### src/hw/rtl/wsbw_pkg.sv
// shared types and constants of the wind sway blend weight block
`default_nettype none

package wsbw_pkg;

    // key shapes
    localparam int MAX_KEYS = 16;
    localparam int KEY_W    = 4;
    localparam int CNT_W    = 5;

    // wind and magnitude widths
    localparam int WIND_W = 16;
    localparam int MAG_W  = 16;
    localparam int SUM_W  = 32;

    // q16 fractions
    localparam int Q_W = 17;
    localparam logic [Q_W-1:0] ONE_Q16 = 17'h10000;
    localparam logic [Q_W:0]   TWO_Q16 = 18'h20000;

    // configuration port
    localparam int CFG_IDX_W  = 3;
    localparam int CFG_DATA_W = 16;

    typedef enum logic [CFG_IDX_W-1:0] {
        CFG_STRENGTH_LOW  = 3'd0,
        CFG_STRENGTH_HIGH = 3'd1,
        CFG_STEP_SLOW     = 3'd2,
        CFG_STEP_FAST     = 3'd3,
        CFG_KEY_COUNT     = 3'd4
    } t_cfg_idx;

    // register values after reset
    localparam logic [15:0]      RST_STRENGTH_LOW  = 16'd50;
    localparam logic [15:0]      RST_STRENGTH_HIGH = 16'd250;
    localparam logic [15:0]      RST_STEP_SLOW     = 16'd21845;
    localparam logic [15:0]      RST_STEP_FAST     = 16'd43690;
    localparam logic [CNT_W-1:0] RST_KEY_COUNT     = 5'd2;

    typedef struct packed {
        logic [15:0]      strength_low;
        logic [15:0]      strength_high;
        logic [15:0]      step_slow;
        logic [15:0]      step_fast;
        logic [CNT_W-1:0] key_count;
    } t_cfg;

    typedef logic [SUM_W-1:0] t_sum;

    // queue between front and back
    localparam int FIFO_DEPTH = 2;
    localparam int FIFO_PTR_W = $clog2(FIFO_DEPTH);

    // magnitude of a two's complement component, -32768 maps to 32768
    function automatic logic [MAG_W-1:0] abs16(input logic signed [WIND_W-1:0] v);
        logic [MAG_W-1:0] u;
        u = v;
        return v[WIND_W-1] ? MAG_W'(~u + 1'b1) : u;
    endfunction

endpackage

`default_nettype wire

### src/hw/rtl/wind_sway_blend_weights_core.sv
// top level of the wind sway blend weight block: config registers, front, queue and back
// the back part works on one request at a time through a 16 step square root and,
// when the strength lies between the thresholds, a 17 step width divider; the front
// can take further requests meanwhile until the queue is full
// reset: synchronous active low, restores register defaults, clears phase and key
`default_nettype none

module wind_sway_blend_weights_core (
    input  logic                                i_clk,
    input  logic                                i_rst_n,
    input  logic                                i_cfg_we,
    input  logic [wsbw_pkg::CFG_IDX_W-1:0]      i_cfg_idx,
    input  logic [wsbw_pkg::CFG_DATA_W-1:0]     i_cfg_data,
    input  logic                                i_in_valid,
    output logic                                o_in_stall,
    input  logic signed [15:0]                  i_wind_x,
    input  logic signed [15:0]                  i_wind_y,
    input  logic signed [15:0]                  i_wind_z,
    output logic                                o_out_valid,
    input  logic                                i_out_stall,
    output logic [3:0]                          o_first_key,
    output logic [16:0]                         o_first_weight,
    output logic [3:0]                          o_second_key,
    output logic [16:0]                         o_second_weight,
    output logic [16:0]                         o_rest_weight,
    output logic [16:0]                         o_sway_width
);
    import wsbw_pkg::*;

    t_cfg r_cfg;

    // configuration registers
    always_ff @(posedge i_clk) begin
        if (!i_rst_n) begin
            r_cfg.strength_low  <= RST_STRENGTH_LOW;
            r_cfg.strength_high <= RST_STRENGTH_HIGH;
            r_cfg.step_slow     <= RST_STEP_SLOW;
            r_cfg.step_fast     <= RST_STEP_FAST;
            r_cfg.key_count     <= RST_KEY_COUNT;
        end else if (i_cfg_we) begin
            unique case (t_cfg_idx'(i_cfg_idx))
                CFG_STRENGTH_LOW:  r_cfg.strength_low  <= i_cfg_data;
                CFG_STRENGTH_HIGH: r_cfg.strength_high <= i_cfg_data;
                CFG_STEP_SLOW:     r_cfg.step_slow     <= i_cfg_data;
                CFG_STEP_FAST:     r_cfg.step_fast     <= i_cfg_data;
                CFG_KEY_COUNT:     r_cfg.key_count     <= i_cfg_data[CNT_W-1:0];
                default: ;
            endcase
        end
    end

    logic push;
    t_sum push_data;
    logic full;
    logic pop;
    t_sum pop_data;
    logic empty;

    // front: magnitude squared
    wsbw_front u_front (
        .i_clk       (i_clk),
        .i_rst_n     (i_rst_n),
        .i_in_valid  (i_in_valid),
        .o_in_stall  (o_in_stall),
        .i_wind_x    (i_wind_x),
        .i_wind_y    (i_wind_y),
        .i_wind_z    (i_wind_z),
        .o_push      (push),
        .o_push_data (push_data),
        .i_full      (full)
    );

    // queue
    wsbw_fifo u_fifo (
        .i_clk       (i_clk),
        .i_rst_n     (i_rst_n),
        .i_push      (push),
        .i_push_data (push_data),
        .o_full      (full),
        .i_pop       (pop),
        .o_pop_data  (pop_data),
        .o_empty     (empty)
    );

    // back: root, width, phase, weights
    wsbw_back u_back (
        .i_clk           (i_clk),
        .i_rst_n         (i_rst_n),
        .i_cfg           (r_cfg),
        .i_empty         (empty),
        .o_pop           (pop),
        .i_pop_data      (pop_data),
        .o_out_valid     (o_out_valid),
        .i_out_stall     (i_out_stall),
        .o_first_key     (o_first_key),
        .o_first_weight  (o_first_weight),
        .o_second_key    (o_second_key),
        .o_second_weight (o_second_weight),
        .o_rest_weight   (o_rest_weight),
        .o_sway_width    (o_sway_width)
    );

endmodule

`default_nettype wire

### src/hw/rtl/wsbw_front.sv
// front part: takes wind requests and builds the squared magnitude
`default_nettype none

module wsbw_front (
    input  logic                        i_clk,
    input  logic                        i_rst_n,
    input  logic                        i_in_valid,
    output logic                        o_in_stall,
    input  logic signed [15:0]          i_wind_x,
    input  logic signed [15:0]          i_wind_y,
    input  logic signed [15:0]          i_wind_z,
    output logic                        o_push,
    output wsbw_pkg::t_sum              o_push_data,
    input  logic                        i_full
);
    import wsbw_pkg::*;

    typedef enum logic [1:0] {
        F_IDLE,
        F_MAC,
        F_PUSH
    } t_fstate;

    t_fstate          r_state;
    logic [MAG_W-1:0] r_mag [3];
    logic [1:0]       r_cnt;
    t_sum             r_acc;

    logic [SUM_W-1:0] sq;
    t_sum             n_acc;

    // one square per cycle, accumulated
    assign sq    = SUM_W'(r_mag[r_cnt]) * SUM_W'(r_mag[r_cnt]);
    assign n_acc = r_acc + sq;

    // no request is taken while in reset
    assign o_in_stall  = (r_state != F_IDLE) || !i_rst_n;
    assign o_push      = (r_state == F_PUSH) && !i_full;
    assign o_push_data = r_acc;

    // sequencer
    always_ff @(posedge i_clk) begin
        if (!i_rst_n) begin
            r_state <= F_IDLE;
            r_cnt   <= '0;
        end else begin
            unique case (r_state)
                F_IDLE: begin
                    if (i_in_valid) begin
                        r_mag[0] <= abs16(i_wind_x);
                        r_mag[1] <= abs16(i_wind_y);
                        r_mag[2] <= abs16(i_wind_z);
                        r_acc    <= '0;
                        r_cnt    <= '0;
                        r_state  <= F_MAC;
                    end
                end
                F_MAC: begin
                    r_acc <= n_acc;
                    if (r_cnt == 2'd2) begin
                        r_state <= F_PUSH;
                    end else begin
                        r_cnt <= r_cnt + 2'd1;
                    end
                end
                F_PUSH: begin
                    if (!i_full) begin
                        r_state <= F_IDLE;
                    end
                end
                default: r_state <= F_IDLE;
            endcase
        end
    end

endmodule

`default_nettype wire

### src/hw/rtl/wsbw_fifo.sv
// short queue of squared magnitudes between front and back
`default_nettype none

module wsbw_fifo (
    input  logic           i_clk,
    input  logic           i_rst_n,
    input  logic           i_push,
    input  wsbw_pkg::t_sum i_push_data,
    output logic           o_full,
    input  logic           i_pop,
    output wsbw_pkg::t_sum o_pop_data,
    output logic           o_empty
);
    import wsbw_pkg::*;

    t_sum                  r_mem [FIFO_DEPTH];
    logic [FIFO_PTR_W-1:0] r_wr;
    logic [FIFO_PTR_W-1:0] r_rd;
    logic [FIFO_PTR_W:0]   r_count;

    assign o_full     = (r_count == (FIFO_PTR_W+1)'(FIFO_DEPTH));
    assign o_empty    = (r_count == '0);
    assign o_pop_data = r_mem[r_rd];

    // storage
    always_ff @(posedge i_clk) begin
        if (i_push) begin
            r_mem[r_wr] <= i_push_data;
        end
    end

    // pointers and fill level
    always_ff @(posedge i_clk) begin
        if (!i_rst_n) begin
            r_wr    <= '0;
            r_rd    <= '0;
            r_count <= '0;
        end else begin
            if (i_push) begin
                r_wr <= r_wr + 1'b1;
            end
            if (i_pop) begin
                r_rd <= r_rd + 1'b1;
            end
            if (i_push && !i_pop) begin
                r_count <= r_count + 1'b1;
            end else if (i_pop && !i_push) begin
                r_count <= r_count - 1'b1;
            end
        end
    end

endmodule

`default_nettype wire

### src/hw/rtl/wsbw_back.sv
// back part: square root, width divide, phase accumulator and blend weights
`default_nettype none

module wsbw_back (
    input  logic                        i_clk,
    input  logic                        i_rst_n,
    input  wsbw_pkg::t_cfg              i_cfg,
    input  logic                        i_empty,
    output logic                        o_pop,
    input  wsbw_pkg::t_sum              i_pop_data,
    output logic                        o_out_valid,
    input  logic                        i_out_stall,
    output logic [3:0]                  o_first_key,
    output logic [16:0]                 o_first_weight,
    output logic [3:0]                  o_second_key,
    output logic [16:0]                 o_second_weight,
    output logic [16:0]                 o_rest_weight,
    output logic [16:0]                 o_sway_width
);
    import wsbw_pkg::*;

    localparam int SQRT_STEPS = SUM_W / 2;
    localparam int DIV_STEPS  = Q_W;
    localparam int STEP_W     = $clog2(DIV_STEPS);

    typedef enum logic [3:0] {
        B_IDLE,
        B_SQRT,
        B_CLASS,
        B_DIV,
        B_SPEED,
        B_PHASE,
        B_TRI,
        B_WEIGHT,
        B_DONE
    } t_bstate;

    t_bstate            r_state;
    t_sum               r_n;
    logic [MAG_W:0]     r_rem;
    logic [MAG_W-1:0]   r_root;
    logic [STEP_W-1:0]  r_step;
    logic [MAG_W:0]     r_drem;
    logic [MAG_W-1:0]   r_div;
    logic [Q_W-1:0]     r_width;
    logic               r_up;
    logic [Q_W+15:0]    r_prod;
    logic [Q_W-1:0]     r_phase;
    logic [KEY_W-1:0]   r_key;
    logic [KEY_W-1:0]   r_next;
    logic [Q_W-1:0]     r_tri;
    logic [2*Q_W-1:0]   r_wprod;

    logic               r_out_valid;
    logic [KEY_W-1:0]   r_first_key;
    logic [Q_W-1:0]     r_first_weight;
    logic [KEY_W-1:0]   r_second_key;
    logic [Q_W-1:0]     r_second_weight;
    logic [Q_W-1:0]     r_rest_weight;
    logic [Q_W-1:0]     r_sway_width;

    // effective key count, clamped to one .. MAX_KEYS
    logic [CNT_W-1:0] cnt_eff;
    always_comb begin
        if (i_cfg.key_count == '0) begin
            cnt_eff = CNT_W'(1);
        end else if (i_cfg.key_count > CNT_W'(MAX_KEYS)) begin
            cnt_eff = CNT_W'(MAX_KEYS);
        end else begin
            cnt_eff = i_cfg.key_count;
        end
    end

    // square root step: two radicand bits per cycle
    logic [MAG_W+2:0] sq_shift;
    logic [MAG_W+2:0] sq_trial;
    logic             sq_ge;
    assign sq_shift = {r_rem, r_n[SUM_W-1 -: 2]};
    assign sq_trial = {1'b0, r_root, 2'b01};
    assign sq_ge    = (sq_shift >= sq_trial);

    // restoring divide step: one quotient bit per cycle
    logic             dv_ge;
    logic [MAG_W:0]   dv_diff;
    assign dv_ge   = (r_drem >= {1'b0, r_div});
    assign dv_diff = dv_ge ? (r_drem - {1'b0, r_div}) : r_drem;

    // speed interpolation
    logic [15:0] step_diff;
    logic [15:0] speed;
    logic [15:0] delta;
    assign step_diff = r_up ? (i_cfg.step_fast - i_cfg.step_slow)
                            : (i_cfg.step_slow - i_cfg.step_fast);
    assign delta = r_prod[31:16];
    assign speed = r_up ? (i_cfg.step_slow + delta) : (i_cfg.step_slow - delta);

    // phase advance and key wrap
    logic [Q_W:0]     n_phase_sum;
    logic             wrap;
    logic [Q_W-1:0]   n_phase;
    logic [CNT_W-1:0] key_inc;
    logic [KEY_W-1:0] n_key;
    assign n_phase_sum = {1'b0, r_phase} + (Q_W+1)'(speed);
    assign wrap        = (n_phase_sum >= TWO_Q16);
    assign n_phase     = wrap ? Q_W'(n_phase_sum - TWO_Q16) : Q_W'(n_phase_sum);
    assign key_inc     = {1'b0, r_key} + CNT_W'(1);
    always_comb begin
        if (!wrap) begin
            n_key = r_key;
        end else if (key_inc >= cnt_eff) begin
            n_key = '0;
        end else begin
            n_key = key_inc[KEY_W-1:0];
        end
    end

    // triangle wave and weights
    logic [Q_W-1:0] n_tri;
    logic [Q_W-1:0] w1;
    assign n_tri = (r_phase > ONE_Q16) ? Q_W'(TWO_Q16 - {1'b0, r_phase}) : r_phase;
    assign w1    = r_wprod[Q_W+15:16];

    logic [MAG_W-1:0] str;
    assign str = r_root;

    assign o_pop = (r_state == B_IDLE) && !i_empty;

    // sequencer with result register
    always_ff @(posedge i_clk) begin
        if (!i_rst_n) begin
            r_state     <= B_IDLE;
            r_step      <= '0;
            r_phase     <= '0;
            r_key       <= '0;
            r_out_valid <= 1'b0;
        end else begin
            // result taken, and no new one loaded in this cycle
            if (r_out_valid && !i_out_stall && (r_state != B_DONE)) begin
                r_out_valid <= 1'b0;
            end
            unique case (r_state)
                B_IDLE: begin
                    if (!i_empty) begin
                        r_n     <= i_pop_data;
                        r_rem   <= '0;
                        r_root  <= '0;
                        r_step  <= '0;
                        r_state <= B_SQRT;
                    end
                end
                B_SQRT: begin
                    r_n <= {r_n[SUM_W-3:0], 2'b00};
                    if (sq_ge) begin
                        r_rem  <= (MAG_W+1)'(sq_shift - sq_trial);
                        r_root <= {r_root[MAG_W-2:0], 1'b1};
                    end else begin
                        r_rem  <= (MAG_W+1)'(sq_shift);
                        r_root <= {r_root[MAG_W-2:0], 1'b0};
                    end
                    r_step <= r_step + 1'b1;
                    if (r_step == STEP_W'(SQRT_STEPS - 1)) begin
                        r_state <= B_CLASS;
                    end
                end
                B_CLASS: begin
                    r_up   <= (i_cfg.step_fast >= i_cfg.step_slow);
                    r_step <= '0;
                    priority if (str < i_cfg.strength_low) begin
                        r_width <= '0;
                        r_state <= B_SPEED;
                    end else if (str > i_cfg.strength_high ||
                                 i_cfg.strength_high <= i_cfg.strength_low) begin
                        r_width <= ONE_Q16;
                        r_state <= B_SPEED;
                    end else begin
                        r_drem  <= {1'b0, str - i_cfg.strength_low};
                        r_div   <= i_cfg.strength_high - i_cfg.strength_low;
                        r_width <= '0;
                        r_state <= B_DIV;
                    end
                end
                B_DIV: begin
                    r_drem  <= {dv_diff[MAG_W-1:0], 1'b0};
                    r_width <= {r_width[Q_W-2:0], dv_ge};
                    r_step  <= r_step + 1'b1;
                    if (r_step == STEP_W'(DIV_STEPS - 1)) begin
                        r_state <= B_SPEED;
                    end
                end
                B_SPEED: begin
                    r_prod  <= (Q_W+16)'(r_width) * (Q_W+16)'(step_diff);
                    r_state <= B_PHASE;
                end
                B_PHASE: begin
                    r_phase <= n_phase;
                    r_key   <= n_key;
                    r_state <= B_TRI;
                end
                B_TRI: begin
                    r_tri <= n_tri;
                    if (({1'b0, r_key} + CNT_W'(1)) >= cnt_eff) begin
                        r_next <= '0;
                    end else begin
                        r_next <= r_key + 1'b1;
                    end
                    r_state <= B_WEIGHT;
                end
                B_WEIGHT: begin
                    r_wprod <= (2*Q_W)'(r_width) * (2*Q_W)'(r_tri);
                    r_state <= B_DONE;
                end
                B_DONE: begin
                    if (!r_out_valid || !i_out_stall) begin
                        r_out_valid     <= 1'b1;
                        r_first_key     <= r_key;
                        r_first_weight  <= w1;
                        r_second_key    <= r_next;
                        r_second_weight <= r_width - w1;
                        r_rest_weight   <= ONE_Q16 - r_width;
                        r_sway_width    <= r_width;
                        r_state         <= B_IDLE;
                    end
                end
                default: r_state <= B_IDLE;
            endcase
        end
    end

    assign o_out_valid     = r_out_valid;
    assign o_first_key     = r_first_key;
    assign o_first_weight  = r_first_weight;
    assign o_second_key    = r_second_key;
    assign o_second_weight = r_second_weight;
    assign o_rest_weight   = r_rest_weight;
    assign o_sway_width    = r_sway_width;

    // the two key weights split the sway width
    a_weight_split: assert property (@(posedge i_clk) disable iff (!i_rst_n)
        o_out_valid |-> ((18'(o_first_weight) + 18'(o_second_weight)) == 18'(o_sway_width)))
        else $error("key weights do not add up to sway width");

    // rest weight complements the sway width
    a_rest_split: assert property (@(posedge i_clk) disable iff (!i_rst_n)
        o_out_valid |-> ((18'(o_sway_width) + 18'(o_rest_weight)) == 18'(ONE_Q16)))
        else $error("rest weight does not complement sway width");

    // second key stays inside the key count
    a_second_key: assert property (@(posedge i_clk) disable iff (!i_rst_n)
        o_out_valid |-> ({1'b0, o_second_key} < cnt_eff))
        else $error("second key beyond key count");

    // a popped request always starts the root
    a_pop_start: assert property (@(posedge i_clk) disable iff (!i_rst_n)
        o_pop |=> (r_state == B_SQRT))
        else $error("pop did not start the square root");

endmodule

`default_nettype wire
### config.mk
export PLATFORM = sky130hd
export DESIGN_NAME = wind_sway_blend_weights_core
export DESIGN_NICKNAME = d
export VERILOG_FILES = /design/src/hw/rtl/wsbw_pkg.sv /design/src/hw/rtl/wind_sway_blend_weights_core.sv /design/src/hw/rtl/wsbw_front.sv /design/src/hw/rtl/wsbw_fifo.sv /design/src/hw/rtl/wsbw_back.sv
export SDC_FILE = /design/constraint.sdc
export NUM_CORES = 2
export LEC_CHECK = 0
export ABC_AREA = 1
export CAP_MARGIN = 20
export CELL_PAD_IN_SITES_DETAIL_PLACEMENT = 1
export CELL_PAD_IN_SITES_GLOBAL_PLACEMENT = 2
export CORE_MARGIN = 4
export CORE_UTILIZATION = 42
export CTS_BUF_LIST = sky130_fd_sc_hd__clkbuf_8
export DETAILED_ROUTE_END_ITERATION = 7
export DONT_BUFFER_PORTS = 1
export PLACE_DENSITY = 0.91
export SYNTH_ARGS = -nofsm -noshare
export SYNTH_HDL_FRONTEND = slang
export SYNTH_SLANG_ARGS = --single-unit
### constraint.sdc
create_clock -name i_clk -period 7.05 [get_ports i_clk]
set_input_delay 0.3525 -clock i_clk [delete_from_list [all_inputs] [get_ports i_clk]]
set_output_delay 0.3525 -clock i_clk [all_outputs]
set_load 0.03 [all_outputs]
==> results.toml <==
[layout]
mostFrequentLayoutCells = "inv_1 (1419), nand2_1 (1223), fa_1 (626)"
fin_util = 0.480
layout-drive-gt1-share = 0.0878
n_fill_cell = 15224
final_common_cell = "inv_1"
nNetsFinal = 7925
area_growth_pct = 13.1
final_area_sq_mm = 0.0614

[floorplanning]
io_pins = 150
die_y_um = 367
dieArea_sq_mm = 0.135
start_util = 0.424
rows = 131
chipWidth_um = 367
core_sq_mm = 0.128

[clocking]
clk_latency_ns = 0.84
cts_tree = "built"
root_buffer = "clkbuf_8"
cts_sinks = 500
numCtsBuffers = 93
clockBufferDepth = 3
clk_pin_slew_ns = 0.07
htreeDepth = 3

[yosys]
synth.distinct_cells = 64
syn_nets = 7654
ys_warn_count = 0
avgSynthCellArea_sq_um = 8.38
syn_area_sq_mm = 0.0543
ys_seq_area_frac = 0.256
synthFlopType = "edfxtp_1"
synth_seq_cells = 500
synthArstFlopShare = 0
synth_enable_flop_cells = 389
syn_inst = 6480

[worst_setup_path]
r2r_end = "u_back.r_prod[24]"
r2r_setup_slack_ns = 0.19
crit_slowest_cell = "fa_1"
cp_max_fo = 6
cpPeakStageDelay_ns = 0.62
r2r_start = "r_cfg[11]"
startpoint = "r_cfg[11]"
crit_required_ns = 7.64
endpoint_kind = "flop"
rr_worst_depth = 32
criticalPathCategory = "flop to flop"
cp-start-kind = "flop"
crit_top_cell = "inv_1"
worstPathArrival_ns = 7.45

[global_route]
grt_usage = 0.255
grt_pass1_vias = 49084
antenna_found_initial = 9
grt_pass1_wl_um = 273000
overflow = 0
grt_start_max_net_pins = 78

[timing]
slew_violations = 0
post-route-period-util = 0.973
period_minus_slack_ns = 6.86
finalSetupViolations = 0
relSlewSlack = 0.287
max_freq_mhz = 146
tightestPinTransition_ns = 1.07
finalHoldViolations = 0
rsz0062_at_grt = "yes"
skew_ns = 0.0746

[run]
maxCapViolations = 0

[drt]
final_antenna_net_count = 0
dr.first_iter.drc_count = 2305
first_pass_iters = 5
drt_wl_total_um = 173000
top_layer = "met5"
met1Wirelength_um = 74600
dr_wl_met2_um = 85700
wl_per_cell_um = 20.2
wl_met3_um = 7550
avgViaCountPerCell = 5.19
drc_errors = 0
dr_total_vias = 44467

[placed_design]
placed_area_sq_mm = 0.0574
dpl.hpwl_um = 137000
port_buffers = 0
gp_congestion = 0.934

[status]
status = "complete, no violations"

[min_path]
min_to = "r_cfg[43]"
min-delay-start = "i_cfg_idx[2]"
hold_path_class = "primary input to flop"
hold_path_depth = 5
==> what timing repair did <==
action	CTS	global route
buffers inserted	0	18
pin swaps	0	16
hold buffers	122	0
gates cloned	0	3
setup endpoints to repair	7	30
hold endpoints to repair	134	0
resized for setup	1	135
==> stage by stage <==
stage | setup slack (ns) | cells | TNS (ns) | hold slack, ns
2_1_floorplan | 0.622 | 6480 | 0 | 0.400
3_3_place_gp | 0.0594 | 8242 | 0 | 0.402
3_5_place_dp | -0.0238 | 8242 | -0.0460 | 0.405
4_1_cts | 0.0157 | 8540 | 0 | 0.00411
5_1_grt | -0.0867 | 8565 | -0.359 | 0.0894
6_report | 0.188 | 8565 | 0 | 0.105
==> layer usage <==
metal | global-route usage | up-vias
li1 | - | 20688
met1 | 0.326 | 22475
met2 | 0.451 | 986
met3 | 0.0327 | 314
met4 | 0.0787 | 4
met5 | 0 | -
==> flip-flops by register name (all words and copies together) (netlist names), 32 cells and up, named ones only <==
signal	count
u_front.r_mag	48
u_front.o_push_data	32
r_cfg	69
u_fifo.r_mem	64
u_back.r_n	32
==> how the worst max path moves through the flow <==
stage | endpoint | slack (ns) | depth (start not counted)
4_1_cts | u_back.r_prod[30] | 0.02 | 31
5_1_grt | u_back.r_prod[21] | -0.09 | 34
3_3_place_gp | u_back.r_prod[31] | 0.06 | 33
2_1_floorplan | u_back.r_prod[30] | 0.62 | 34
6_report | u_back.r_prod[24] | 0.19 | 32
3_5_place_dp | u_back.r_prod[26] | -0.02 | 32
==> cells by family after synthesis <==
| kind of cell | Yosys count | share of synthesized area |
|---|---|---|
| DFF | 500 | 0.256 |
| buffers and inverters | 1634 | 0.115 |
| muxes | 4 | 0.000784 |
| xor gates and xnor gates | 218 | 0.0353 |
| adders and majority gates | 1102 | 0.341 |
| AOI/OAI and AO/OA | 841 | 0.0862 |
| and+or+nand+nor | 2181 | 0.165 |
==> cell type report <==
| cell class | count | area [sq um] | share of cell area |
|---|---|---|---|
| tap | 1729 | 2160 | 0.0352 |
| sequential | 500 | 13900 | 0.227 |
| antenna | 4 | 10.0 | 0.000163 |
| clock inverter | 79 | 722 | 0.0118 |
| clock buffer | 97 | 1340 | 0.0217 |
| multi-input combinational | 4347 | 34700 | 0.565 |
| timing repair inverter | 2 | 11.3 | 0.000183 |
| timing repair buffer | 361 | 3120 | 0.0508 |
| inverter | 1446 | 5470 | 0.0890 |
==> worst max-delay path, delay by kind of cell (launching register included) <==
kind / cells / cell delay, ns
and+or+nand+nor: 12 / 1.38
buffers and inverters: 10 / 0.97
adders and majority gates: 8 / 3.54
AOI/OAI and AO/OA: 1 / 0.15
DFF: 1 / 0.35
xor gates and xnor gates: 1 / 0.22
==> synthesized netlist by cell type, drive strengths merged (3+ instances only) <==
library cell / number / area, sq um
nand3b: 27 / 203
o21bai: 29 / 229
fa: 630 / 12600
clkinv: 6 / 23.8
a211oi: 7 / 52.6
a31oi: 16 / 100
inv: 1440 / 5410
a21o: 23 / 173
o31ai: 10 / 75.1
o21ai: 315 / 1600
nand3: 179 / 921
or2: 28 / 175
o2111ai: 3 / 43.8
dfxtp: 111 / 2220
nor3: 65 / 352
o21a: 15 / 113
xnor2: 62 / 551
nor2: 557 / 2110
nand4: 32 / 200
a21boi: 11 / 82.6
a21oi: 369 / 1850
xor2: 156 / 1370
buf: 57 / 334
nor4: 12 / 75.1
clkbuf: 131 / 492
o211ai: 36 / 270
ha: 472 / 5910
edfxtp: 389 / 11700
nand2: 1277 / 4900
Power is left out: the tool's default activity adds up to more than one toggle a clock period on the data nets, which glitch-free logic cannot reach.
